[config.mk]
export PLATFORM = sky130hd
export DESIGN_NAME = vbt_scale
export DESIGN_NICKNAME = d
export VERILOG_FILES = /design/src/sv/vbt_pkg.sv /design/src/sv/vbt_scale.sv
export SDC_FILE = /design/constraint.sdc
export NUM_CORES = 1
export LEC_CHECK = 0
export ABC_AREA = 1
export BUFFER_PORTS_ARGS = -buffer_cell sky130_fd_sc_hd__buf_2
export CORE_AREA = 2 2 249 251
export CTS_BUF_LIST = sky130_fd_sc_hd__clkbuf_8 sky130_fd_sc_hd__clkbuf_16
export DETAILED_ROUTE_END_ITERATION = 8
export DIE_AREA = 0 0 251 253
export SLEW_MARGIN = 20
export SYNTH_ARGS = -nofsm -noshare
export SYNTH_HDL_FRONTEND = slang
export SYNTH_SLANG_ARGS = --single-unit
export TNS_END_PERCENT = 10
[constraint.sdc]
create_clock -name clock -period 17.15 [get_ports clock]
set_clock_uncertainty 0.1 [all_clocks]
set_input_delay 0.8575 -clock clock [delete_from_list [all_inputs] [get_ports clock]]
set_output_delay 0.8575 -clock clock [all_outputs]
set_load 0.05 [all_outputs]
[src/sv/vbt_pkg.sv]
// Shared constants, codes and types of the volume boundary taper.
package vbt_pkg;

   localparam int MAX_BOUND       = 64;
   localparam int MAX_DIM         = 4096;
   localparam int SAMPLE_BITS     = 24;
   localparam int TAPER_FRAC_BITS = 15;

   localparam int TAPER_BITS    = 16;
   localparam int SIZE_BITS     = 13;
   localparam int BOUND_BITS    = 7;
   localparam int POS_BITS      = $clog2(MAX_DIM);
   localparam int IDX_BITS      = $clog2(MAX_BOUND);
   localparam int AXIS_BITS     = 2;
   localparam int TAB_ADDR_BITS = AXIS_BITS + IDX_BITS;
   localparam int NUM_STEPS     = 6;
   localparam int STEP_BITS     = 3;
   localparam int CSR_IDX_BITS  = 3;

   // Factor of one in unsigned Q1.15
   localparam logic [TAPER_BITS-1:0] TAPER_ONE = TAPER_BITS'(1 << TAPER_FRAC_BITS);

   localparam logic [AXIS_BITS-1:0] AXIS_X    = 2'd0;
   localparam logic [AXIS_BITS-1:0] AXIS_Y    = 2'd1;
   localparam logic [AXIS_BITS-1:0] AXIS_Z    = 2'd2;
   localparam logic [AXIS_BITS-1:0] AXIS_NONE = 2'd3;

   localparam logic OP_LOAD   = 1'b0;
   localparam logic OP_SAMPLE = 1'b1;

   localparam logic [CSR_IDX_BITS-1:0] REG_SIZE_X  = 3'd0;
   localparam logic [CSR_IDX_BITS-1:0] REG_SIZE_Y  = 3'd1;
   localparam logic [CSR_IDX_BITS-1:0] REG_SIZE_Z  = 3'd2;
   localparam logic [CSR_IDX_BITS-1:0] REG_BOUND_X = 3'd3;
   localparam logic [CSR_IDX_BITS-1:0] REG_BOUND_Y = 3'd4;
   localparam logic [CSR_IDX_BITS-1:0] REG_BOUND_Z = 3'd5;

   typedef struct packed {
      logic load;   // take a new sample
      logic mul;    // register sample times factor
      logic rnd;    // round, saturate and keep
   } vbt_ctl_type;

endpackage

[src/sv/vbt_scale.sv]
// Fixed-point scaling unit: registered multiply, then round and saturate.
module vbt_scale (
   input  logic                                 clock,
   input  vbt_pkg::vbt_ctl_type                 ctl,
   input  logic signed [vbt_pkg::SAMPLE_BITS-1:0] sample,
   input  logic [vbt_pkg::TAPER_BITS-1:0]       factor,
   output logic signed [vbt_pkg::SAMPLE_BITS-1:0] result
);
   import vbt_pkg::*;

   localparam int PROD_BITS = SAMPLE_BITS + TAPER_BITS + 1;
   localparam int SUM_BITS  = PROD_BITS + 1;
   localparam int Q_BITS    = SUM_BITS - TAPER_FRAC_BITS;

   localparam logic signed [SUM_BITS-1:0] ROUND_HALF =
      SUM_BITS'(1 << (TAPER_FRAC_BITS - 1));
   localparam logic signed [Q_BITS-1:0] SAT_HI = Q_BITS'((1 << (SAMPLE_BITS - 1)) - 1);
   localparam logic signed [Q_BITS-1:0] SAT_LO = -SAT_HI - Q_BITS'(1);

   logic signed [SAMPLE_BITS-1:0] value_ff, value_in;
   logic signed [PROD_BITS-1:0]   prod_ff;
   logic signed [SUM_BITS-1:0]    sum;
   logic signed [Q_BITS-1:0]      quot;

   // Arithmetic right shift of the rounded product gives floor division
   assign sum  = SUM_BITS'(prod_ff) + ROUND_HALF;
   assign quot = sum[SUM_BITS-1:TAPER_FRAC_BITS];

   always_comb begin
      value_in = value_ff;
      if (ctl.load) begin
         value_in = sample;
      end else if (ctl.rnd) begin
         if (quot > SAT_HI) begin
            value_in = SAT_HI[SAMPLE_BITS-1:0];
         end else if (quot < SAT_LO) begin
            value_in = SAT_LO[SAMPLE_BITS-1:0];
         end else begin
            value_in = quot[SAMPLE_BITS-1:0];
         end
      end
   end

   always_ff @(posedge clock) begin
      value_ff <= value_in;
      if (ctl.mul) begin
         prod_ff <= PROD_BITS'(value_ff * $signed({1'b0, factor}));
      end
   end

   assign result = value_ff;

endmodule

* After elaboration in Yosys (flattened, before gate mapping)
Cells that the tools add are included.
** Word-level totals
- Register bits :: 65
- Output and inout port bits :: 24
- Word-level logic and storage cells :: 11
** Cells by class
- Order comparisons :: 2
- Add/subtract/negate cells :: 1
- Multiplexer cells :: 4
- Reductions and logical operators :: 1
- Multiply operators :: 1
** Operators with widths (count)
- $mux W24 :: 4
- $add A41 B16 Y42 const B :: 1
- $mul A24 B17 Y41 :: 1
- $gt A27 B24 Y1 const B :: 1
- $lt A27 B24 Y1 const B :: 1
- $reduce_bool A2 Y1 :: 1

* Logic depth before layout (Yosys ltp)
Gate-level depths: netlist of the first run.
- Depth in word-level cells :: 6
- Gate-level depth with buffers :: 27

* Worst setup path after synthesis of the first run
No wires, ideal clock.
- Path kind :: register to register
- Start :: register value_ff[23] (netlist: result[23])
- End :: register prod_ff[39], data pin
- Setup slack :: 10.987 ns
- Library setup time :: 0.253 ns
- Buffers on the path :: 2
- Arrival time :: 5.810 ns
- Cell stages (with the launch flop) :: 21
- Cells stage by stage :: edfxtp_1 clkbuf_1 clkbuf_1 nand2_1 fa_1 fa_1 inv_1 fa_1 inv_1 fa_1 fa_1 fa_1 inv_1 ha_1 inv_1 nor3_1 nand2_1 nor2_1 nand3_1 nand4_1 nand2_1
** On the way
- Word-level cells in the longest chain between the ends :: 1
** Ends and longest elaborated chain
- start: declaration :: line vbt_scale.sv:20 : logic signed [SAMPLE_BITS-1:0] value_ff, value_in;
- start signal: assignment :: line vbt_scale.sv:45 : value_ff <= value_in;
- $mul A24 B17 Y41 :: line vbt_scale.sv:47 : prod_ff <= PROD_BITS'(value_ff * $signed({1'b0, factor}));
- end signal: assignment :: line vbt_scale.sv:47
- end: declaration :: line vbt_scale.sv:21 : logic signed [PROD_BITS-1:0] prod_ff;
No other way between the ends.
A chain may end at the register's enable or synchronous reset.

* Final worst setup path of the first run
- Start :: input factor[2] (netlist name)
- End :: register prod_ff[40], data pin
** On the way
- Word-level cells in the longest chain between the ends :: 1
** Ends and longest elaborated chain
- start: declaration :: line vbt_scale.sv:6 : input logic [vbt_pkg::TAPER_BITS-1:0] factor,
- $mul A24 B17 Y41 :: line vbt_scale.sv:47
No other way between the ends.

==> out/results.tsv, run 1 <==
metric	value	unit
FP Rows	91	
global-route wire length before repair	74930	um
count of antenna-violating nets left after detailed routing	0	
startpoint type of the worst setup path	primary input	
area of the core	61030	um^2
GRT overflow	0	
arrival time at the worst endpoint	6750	ps
count of unique library cells instantiated by Yosys	39	
Gates resized, CTS repair	0	
cts hold-fix bufs	0	
number of setup buffers added after CTS	0	
clock buffer count from CTS	5	
antenna violations before repair	2	
result of the run	finished, final reports clean	
sort of element at the end of the critical path	flip-flop	
final total negative setup slack	0	ps
signed area change from the synthesized netlist to the final layout	7.254	%
total number of yosys warnings	0	
DR DRC count	0	
number of buffers inserted by port buffering	67	
Data required, critical path	17090	ps
gate count after technology mapping	2221	
net count after synthesis	2740	
overall fraction of global-route tracks in use	0.1466	
synthesized flop and latch total	51	
clock root buffer	sky130_fd_sc_hd__clkbuf_16	
Clock transition at path regs	70	ps
number of vias per cell after detailed routing	4.320	
Slew headroom	0.3761	
H-tree depth reported by CTS	2	
mean post-synth cell area	7.860	um^2
final net count	2752	
endpoints failing setup	0	
post-synth top area share	0.4300	
initial core utilization	0.2860	
CTS sink count	51	
worst-path maximum fanout	24	
TritonCTS clock tree	done	
type of the worst setup path	primary input to flip-flop	
fmax	146.9	MHz
iteration-0 DRC count of the detailed router	760	
ratio of cells with drive above 1 in the final layout	0.07252	
die extent in x	251	um
via count	13065	
last weighted congestion value of the routability-driven placer	0.9088	
drt first pass iters	5	
antenna diode count	0	
number of max-cap violations	0	
Cell Area, Synth	17460	um^2
overall die height	253	um
Clock Path Buffers	2	
Avg WL per Cell	14.62	um
top-level I/O count	68	
highest-count cells in the layout ignoring fill and taps	sky130_fd_sc_hd__inv_1 (647), sky130_fd_sc_hd__nand2_1 (585), sky130_fd_sc_hd__fa_1 (375)	
total half-perimeter wirelength after legalization and detailed placement	37510	um
via count of the first global-routing pass	14286	
worst hold path class	flip-flop to flip-flop	
cell taking the most area after synthesis	sky130_fd_sc_hd__fa_1	
Hold Fails Final Rpt	0	
clock period minus final worst setup slack	6808	ps
worst slew pin tran	933.8	ps
most frequent standard cell in the layout excluding fill and tap cells	sky130_fd_sc_hd__inv_1	
die area	63500	um^2
top cells by area in the synthesized netlist	sky130_fd_sc_hd__fa_1 (43%), sky130_fd_sc_hd__inv_1 (14%), sky130_fd_sc_hd__nand2_1 (13%)	
share of the yosys chip area belonging to registers	0.08773	
post-layout instance area	18720	um^2
maximum number of pins on one net before global-route repair	28	
routed wire length	44210	um
setup repair after global routing missed its margin	false	
post-detailed-placement cell area	18580	um^2
worst skew pair latency	290	ps
number of pins exceeding their max-slew limit in the final report	0	
final worst path period share	0.3970	
==> stage by stage <==
| stage | std cells | hold WS, ps | setup slack, ps | util |
|---|---|---|---|---|
| after floorplan | 2221 | 605.5 | 10990 | - |
| after global placement | 3016 | 668.6 | 10040 | 0.3045 |
| after detailed placement | 3016 | 674.4 | 10030 | 0.3045 |
| after CTS | 3024 | 697.2 | 10310 | 0.3068 |
| after global routing | 3024 | 755.9 | 9936 | 0.3068 |
| final | 3024 | 700.6 | 10340 | 0.3068 |
==> critical path, stage by stage <==
cell and delay [ps]:
sky130_fd_sc_hd__buf_2 440, sky130_fd_sc_hd__nand2_1 260, sky130_fd_sc_hd__fa_1 810, sky130_fd_sc_hd__fa_1 450, sky130_fd_sc_hd__inv_1 340, sky130_fd_sc_hd__fa_1 520, sky130_fd_sc_hd__fa_1 520, sky130_fd_sc_hd__fa_1 490
sky130_fd_sc_hd__inv_1 50, sky130_fd_sc_hd__fa_1 480, sky130_fd_sc_hd__inv_1 40, sky130_fd_sc_hd__ha_1 340, sky130_fd_sc_hd__a21oi_1 220, sky130_fd_sc_hd__o21ai_0 210, sky130_fd_sc_hd__a21oi_1 240, sky130_fd_sc_hd__nor2_1 60
sky130_fd_sc_hd__nor2_1 90, sky130_fd_sc_hd__nand3_1 150, sky130_fd_sc_hd__xnor2_1 160
==> state kept, by name, summed over array words and instances, names as in the netlist <==
signal / count
prod_ff: 27
result: 24
==> logic make-up (layout without fill, tap and decap cells) <==
logic type / count (synthesis) / in the layout / share of synthesized area
compound gates: 111 / 111 / 0.04000
xor+xnor: 45 / 45 / 0.02258
fa+ha+maj: 475 / 475 / 0.5017
simple gates: 807 / 807 / 0.1879
flops: 51 / 51 / 0.08773
buf+inv: 732 / 745 / 0.1601
==> final timing paths <==
kind	to	cells past startpoint	start	slack [ps]
worst max-delay path	prod_ff[40]$_DFFE_PP_	19	factor[2]	10340
worst min-delay path	result[6]$_DFFE_PP_	3	prod_ff[21]$_DFFE_PP_	700
worst max register to register	prod_ff[40]$_DFFE_PP_	18	result[23]$_DFFE_PP_	10480
worst min register to register	result[6]$_DFFE_PP_	3	prod_ff[21]$_DFFE_PP_	700
==> cell usage after synthesis, drive strengths merged <==
| library cell | n |
|---|---|
| a211oi | 1 |
| a21boi | 2 |
| a21o | 8 |
| a21oi | 66 |
| a31o | 1 |
| a31oi | 2 |
| and2 | 2 |
| and3 | 3 |
| buf | 4 |
| clkbuf | 80 |
| edfxtp | 51 |
| fa | 375 |
| ha | 100 |
| inv | 648 |
| nand2 | 610 |
| nand2b | 1 |
| nand3 | 40 |
| nand3b | 2 |
| nand4 | 3 |
| nor2 | 129 |
| nor3 | 11 |
| nor4 | 3 |
| o211ai | 1 |
| o21a | 3 |
| o21ai | 22 |
| o21bai | 5 |
| or2 | 3 |
| xnor2 | 23 |
| xor2 | 22 |
==> routing by layer <==
layer	wire (um)	track usage	vias up
li1	-	-	6316
met1	20430	0.2012	6429
met2	21580	0.2598	281
met3	1650	0.009766	39
met4	543	0.01990	0
met5	0	0	-
==> cell type report <==
type | instances | area (um^2)
fillers | 6554 | 42310
multi-input cells | 1438 | 13130
inverters | 648 | 2432
flip-flops and latches | 51 | 1531
well taps | 790 | 988.4
repair buffers | 89 | 500.5
clock buffers | 5 | 125.1
clock inverters | 3 | 15.01
Power of run 1 is not shown: default switching activity piles up to over one toggle a cycle in this logic, so the estimate is an artifact.
==> run 2, diff against run 1 <==
Clock period 17.15 ns to 6.2 ns, I/O delays scaled along.
==> run 2 against run 1 <==
  * Setup slack got worse by 10000 ps
  * Critical endpoint is now prod_ff[39]$_DFFE_PP_
  * Cell count rose by 2.7%
  * Final area rose by 4.9%
  * Sequential share of layout area fell by 0.38 points
==> out/results.tsv, run 2 (synthesis gave the netlist of run 1 again) <==
metric	value	unit
worst hold path class	primary input to flip-flop	
via count	13512	
Data required, critical path	6170	ps
H-tree depth reported by CTS	2	
cts hold-fix bufs	0	
die extent in x	251	um
fmax	167.0	MHz
antenna diode count	0	
last weighted congestion value of the routability-driven placer	0.8741	
Most Frequent Cell on Critical Path	sky130_fd_sc_hd__fa_1	
DR DRC count	0	
result of the run	finished, final reports clean	
global-route wire length before repair	77570	um
slowest stage delay, CP	580	ps
drt first pass iters	5	
routed wire length	46450	um
final total negative setup slack	0	ps
Biggest register	prod_ff	
Avg WL per Cell	14.95	um
sort of element at the end of the critical path	flip-flop	
top-level I/O count	68	
CTS sink count	51	
maximum number of pins on one net before global-route repair	28	
CP top delay family	adder cells	
final worst setup slack	211.8	ps
cell with the largest stage delay on the worst path	sky130_fd_sc_hd__fa_1	
worst skew pair latency	310	ps
FP Rows	91	
area of the core	61030	um^2
Core Util, Final	0.3217	
startpoint type of the worst setup path	flip-flop	
type of the worst setup path	flip-flop to flip-flop	
iteration-0 DRC count of the detailed router	755	
clock root buffer	sky130_fd_sc_hd__clkbuf_16	
overall fraction of global-route tracks in use	0.1537	
final net count	2835	
total half-perimeter wirelength after legalization and detailed placement	40440	um
Hold Fails Final Rpt	0	
endpoints failing setup	0	
worst-path maximum fanout	7	
Clock Path Buffers	2	
TritonCTS clock tree	done	
pre-CTS setup slack	-75.63	ps
Slew headroom	0.3817	
count of antenna-violating nets left after detailed routing	0	
initial core utilization	0.2860	
number of max-cap violations	0	
signed area change from the synthesized netlist to the final layout	12.48	%
clock buffer count from CTS	5	
number of vias per cell after detailed routing	4.349	
most frequent standard cell in the layout excluding fill and tap cells	sky130_fd_sc_hd__inv_1	
worst slew pin tran	925.5	ps
count of placed standard cells including taps	3085	
buffering stage count on the worst path with inverters included	7	
ratio of cells with drive above 1 in the final layout	0.1139	
number of pins exceeding their max-slew limit in the final report	0	
clock period minus final worst setup slack	5988	ps
final worst path period share	0.9658	
highest-count cells in the layout ignoring fill and taps	sky130_fd_sc_hd__inv_1 (645), sky130_fd_sc_hd__nand2_1 (585), sky130_fd_sc_hd__fa_1 (375)	
number of standard cells in the final layout excluding fillers	3107	
antenna violations before repair	1	
die area	63500	um^2
overall die height	253	um
via count of the first global-routing pass	14266	
cell breakdown of the critical path	buf_4 > nand2_1 > fa_1 > buf_4 > fa_1 > clkinvlp_4 > buf_4 > fa_1 > inv_1 > fa_1 > inv_1 > fa_1 > fa_1 > ha_1 > inv_1 > nor3_2 > nand2_1 > nor2_1 > nand3_2 > nand4_1 > nand2_1	
Largest register FFs	27	
arrival time at the worst endpoint	5950	ps
GRT overflow	0	
setup repair after global routing missed its margin	true	
Clock transition at path regs	80	ps
number of buffers inserted by port buffering	67	
-- run 2: metal layers --
metal  vias up  track usage  routed length [um]
met4         0      0.02755                 614
met2       285       0.2629               22290
met5         -            0                   0
met3        34      0.01614                2156
met1      6712       0.2123               21390
li1       6481            -                   -
-- run 2: path summary, 6_finish.rpt --
check / startpoint / slack, ps / cells past startpoint / to
worst min register to register: prod_ff[27]$_DFFE_PP_ / 680 / 3 / result[12]$_DFFE_PP_
worst min-delay path: sample[12] / 210 / 3 / result[12]$_DFFE_PP_
worst max register to register: result[23]$_DFFE_PP_ / 210 / 21 / prod_ff[39]$_DFFE_PP_
worst max-delay path: result[23]$_DFFE_PP_ / 210 / 21 / prod_ff[39]$_DFFE_PP_
-- run 2: worst min-delay path, cell delays in order --
cell                      delay (ps)
sky130_fd_sc_hd__buf_2            70
sky130_fd_sc_hd__nor2_1           40
sky130_fd_sc_hd__a21oi_2          90
-- run 2: final cells by class --
cell class,count,area (um^2)
Clock buffer,5,125.1
Clock inverter,3,46.29
Fill cell,6506,41390
Inverter,648,2436
Multi-Input combinational cell,1438,13200
Sequential cell,51,1531
Tap cell,790,988.4
Timing Repair Buffer,172,1311
-- run 2: through the flow --
step	hold WS, ps	instance area (um^2)
floorplan	322.5	17460
global placement	526.9	19260
detailed placement	530.6	19260
global route	209.9	19640
finish	211.2	19640
CTS	201.6	19440
-- run 2: timing repair --
| item | 4_1_cts | 5_1_grt |
|---|---|---|
| resized for setup | 1 | 25 |
| buffers inserted | 1 | 13 |
| setup endpoints to repair | 1 | 18 |
Power of run 2 is left out for the same reason.
==> run 3, diff against run 2 <==
--- a/config.mk
+++ b/config.mk
@@ -9,7 +9,7 @@
 export BUFFER_PORTS_ARGS = -buffer_cell sky130_fd_sc_hd__buf_2
-export CORE_AREA = 2 2 249 251
+export CORE_AREA = 2 2 174 176
 export CTS_BUF_LIST = sky130_fd_sc_hd__clkbuf_8 sky130_fd_sc_hd__clkbuf_16
 export DETAILED_ROUTE_END_ITERATION = 8
-export DIE_AREA = 0 0 251 253
-export SLEW_MARGIN = 20
+export DIE_AREA = 0 0 176 178
+export PLACE_DENSITY = 0.8
 export SYNTH_ARGS = -nofsm -noshare
--- a/constraint.sdc
+++ b/constraint.sdc
@@ -4,2 +4,2 @@
 set_output_delay 0.31 -clock clock [all_outputs]
-set_load 0.05 [all_outputs]
+set_load 0.005 [all_outputs]
==> run 3 against run 2 <==
  * Critical path depth grew 1
  * Global-route usage up 17 points
  * Register-to-register slack worse by 70 ps
  * Clock-buffer cell count stayed put
  * Maximum frequency down 1.1%
  * Flip-flop and latch count unchanged
==> out/results.tsv, run 3 (synthesis gave the netlist of run 1 again) <==
metric	value	unit
Final Hold Slack	216.3	ps
count of placed standard cells including taps	2666	
worst slew pin tran	875.8	ps
Biggest register	prod_ff	
arrival time at the worst endpoint	6010	ps
number of standard cells in the final layout excluding fillers	2696	
type of the worst setup path	flip-flop to flip-flop	
H-tree depth reported by CTS	2	
number of pins exceeding their max-slew limit in the final report	0	
die area	31330	um^2
CTS sink count	51	
FP Rows	63	
maximum number of pins on one net before global-route repair	28	
DR DRC count	0	
overall die height	178	um
final worst path period share	0.9767	
total half-perimeter wirelength after legalization and detailed placement	39940	um
top-level I/O count	68	
clock buffer count from CTS	5	
GRT overflow	0	
Clock Path Buffers	2	
Hold Fails Final Rpt	0	
last weighted congestion value of the routability-driven placer	0.9582	
final net count	2824	
worst skew pair latency	310	ps
drt first pass iters	6	
post-layout instance area	19040	um^2
most frequent standard cell in the layout excluding fill and tap cells	sky130_fd_sc_hd__inv_1	
overall fraction of global-route tracks in use	0.3188	
global-route wire length before repair	77250	um
TritonCTS clock tree	done	
setup repair after global routing missed its margin	true	
antenna diode count	0	
Largest register FFs	27	
count of antenna-violating nets left after detailed routing	0	
number of buffers inserted by port buffering	67	
Slew headroom	0.4148	
number of max-cap violations	0	
routed wire length	46970	um
via count	14124	
iteration-0 DRC count of the detailed router	954	
antenna violations before repair	0	
Avg WL per Cell	17.42	um
number of cell instances on the worst register-to-register path	22	
worst hold path class	primary input to flip-flop	
result of the run	finished, final reports clean	
final total negative setup slack	0	ps
post-detailed-placement cell area	18580	um^2
area of the core	29400	um^2
startpoint type of the worst setup path	flip-flop	
via count of the first global-routing pass	15403	
highest-count cells in the layout ignoring fill and taps	sky130_fd_sc_hd__inv_1 (646), sky130_fd_sc_hd__nand2_1 (582), sky130_fd_sc_hd__fa_1 (374)	
worst-path maximum fanout	17	
number of vias per cell after detailed routing	5.239	
signed area change from the synthesized netlist to the final layout	9.052	%
Data required, critical path	6160	ps
number of instances on the worst hold path	3	
cts hold-fix bufs	0	
Clock transition at path regs	80	ps
clock period minus final worst setup slack	6055	ps
die extent in x	176	um
clock root buffer	sky130_fd_sc_hd__clkbuf_16	
fmax	165.1	MHz
sort of element at the end of the critical path	flip-flop	
ratio of cells with drive above 1 in the final layout	0.1145	
initial core utilization	0.5937	
endpoints failing setup	0	
## run 3: changes by cell type in the layout (fill, tap and decap cells not counted), moves of 4 or more
| cell | delta |
|---|---|
| sky130_fd_sc_hd__buf_12 | -5 |
| sky130_fd_sc_hd__buf_4 | -7 |
| sky130_fd_sc_hd__ha_1 | -5 |
| sky130_fd_sc_hd__ha_2 | +4 |
| sky130_fd_sc_hd__nor2_2 | +4 |
## run 3: stage by stage
stage	worst slack (ps)	utilization
6_report	144.6	0.6475
3_5_place_dp	-58.23	0.6320
4_1_cts	6.916	0.6394
5_1_grt	-103.5	0.6475
2_1_floorplan	365.2	-
3_3_place_gp	-22.82	0.6320
## run 3: worst max-delay path, cell delays in order (launching register included)
cell                       delay, ps
sky130_fd_sc_hd__edfxtp_1        440
sky130_fd_sc_hd__buf_12          180
sky130_fd_sc_hd__nand2_1          90
sky130_fd_sc_hd__inv_1            70
sky130_fd_sc_hd__fa_1            530
sky130_fd_sc_hd__inv_1            60
sky130_fd_sc_hd__fa_1            500
sky130_fd_sc_hd__fa_1            520
sky130_fd_sc_hd__inv_1            60
sky130_fd_sc_hd__fa_1            480
sky130_fd_sc_hd__fa_1            560
sky130_fd_sc_hd__inv_1            60
sky130_fd_sc_hd__fa_1            530
sky130_fd_sc_hd__inv_1            40
sky130_fd_sc_hd__ha_1            340
sky130_fd_sc_hd__a21oi_1         250
sky130_fd_sc_hd__o21ai_0         190
sky130_fd_sc_hd__a21oi_1         280
sky130_fd_sc_hd__buf_4           170
sky130_fd_sc_hd__o21a_1          140
sky130_fd_sc_hd__nand2_1          70
sky130_fd_sc_hd__nand2_1          70
sky130_fd_sc_hd__nand2_1          70
## run 3: routing by layer
metal	wire, um	global-route usage	up-vias
met4	2577	0.1488	0
li1	-	-	6465
met3	3110	0.03133	153
met2	23520	0.5625	622
met1	17770	0.3985	6884
met5	0	0	-
## run 3: final timing paths
check	startpoint	to	slack, ps
hold / removal	sample[17]	result[17]$_DFFE_PP_	220
setup reg to reg	result[16]$_DFFE_PP_	prod_ff[32]$_DFFE_PP_	140
hold reg to reg	prod_ff[15]$_DFFE_PP_	result[0]$_DFFE_PP_	710
setup / recovery	result[16]$_DFFE_PP_	prod_ff[32]$_DFFE_PP_	140
## run 3: timing repair
action	4_1_cts	5_1_grt
setup buffers	6	16
pin swaps	0	1
resized for setup	0	34
setup endpoints to repair	1	10
## run 3: cell type report
cell class | count | area (um^2)
Multi-Input combinational cell | 1438 | 13240
Fill cell | 2484 | 10360
Inverter | 648 | 2436
Sequential cell | 51 | 1531
Timing Repair Buffer | 161 | 1170
Tap cell | 390 | 488.0
Clock buffer | 5 | 125.1
Clock inverter | 3 | 46.29
Power of run 3 is left out for the same reason.
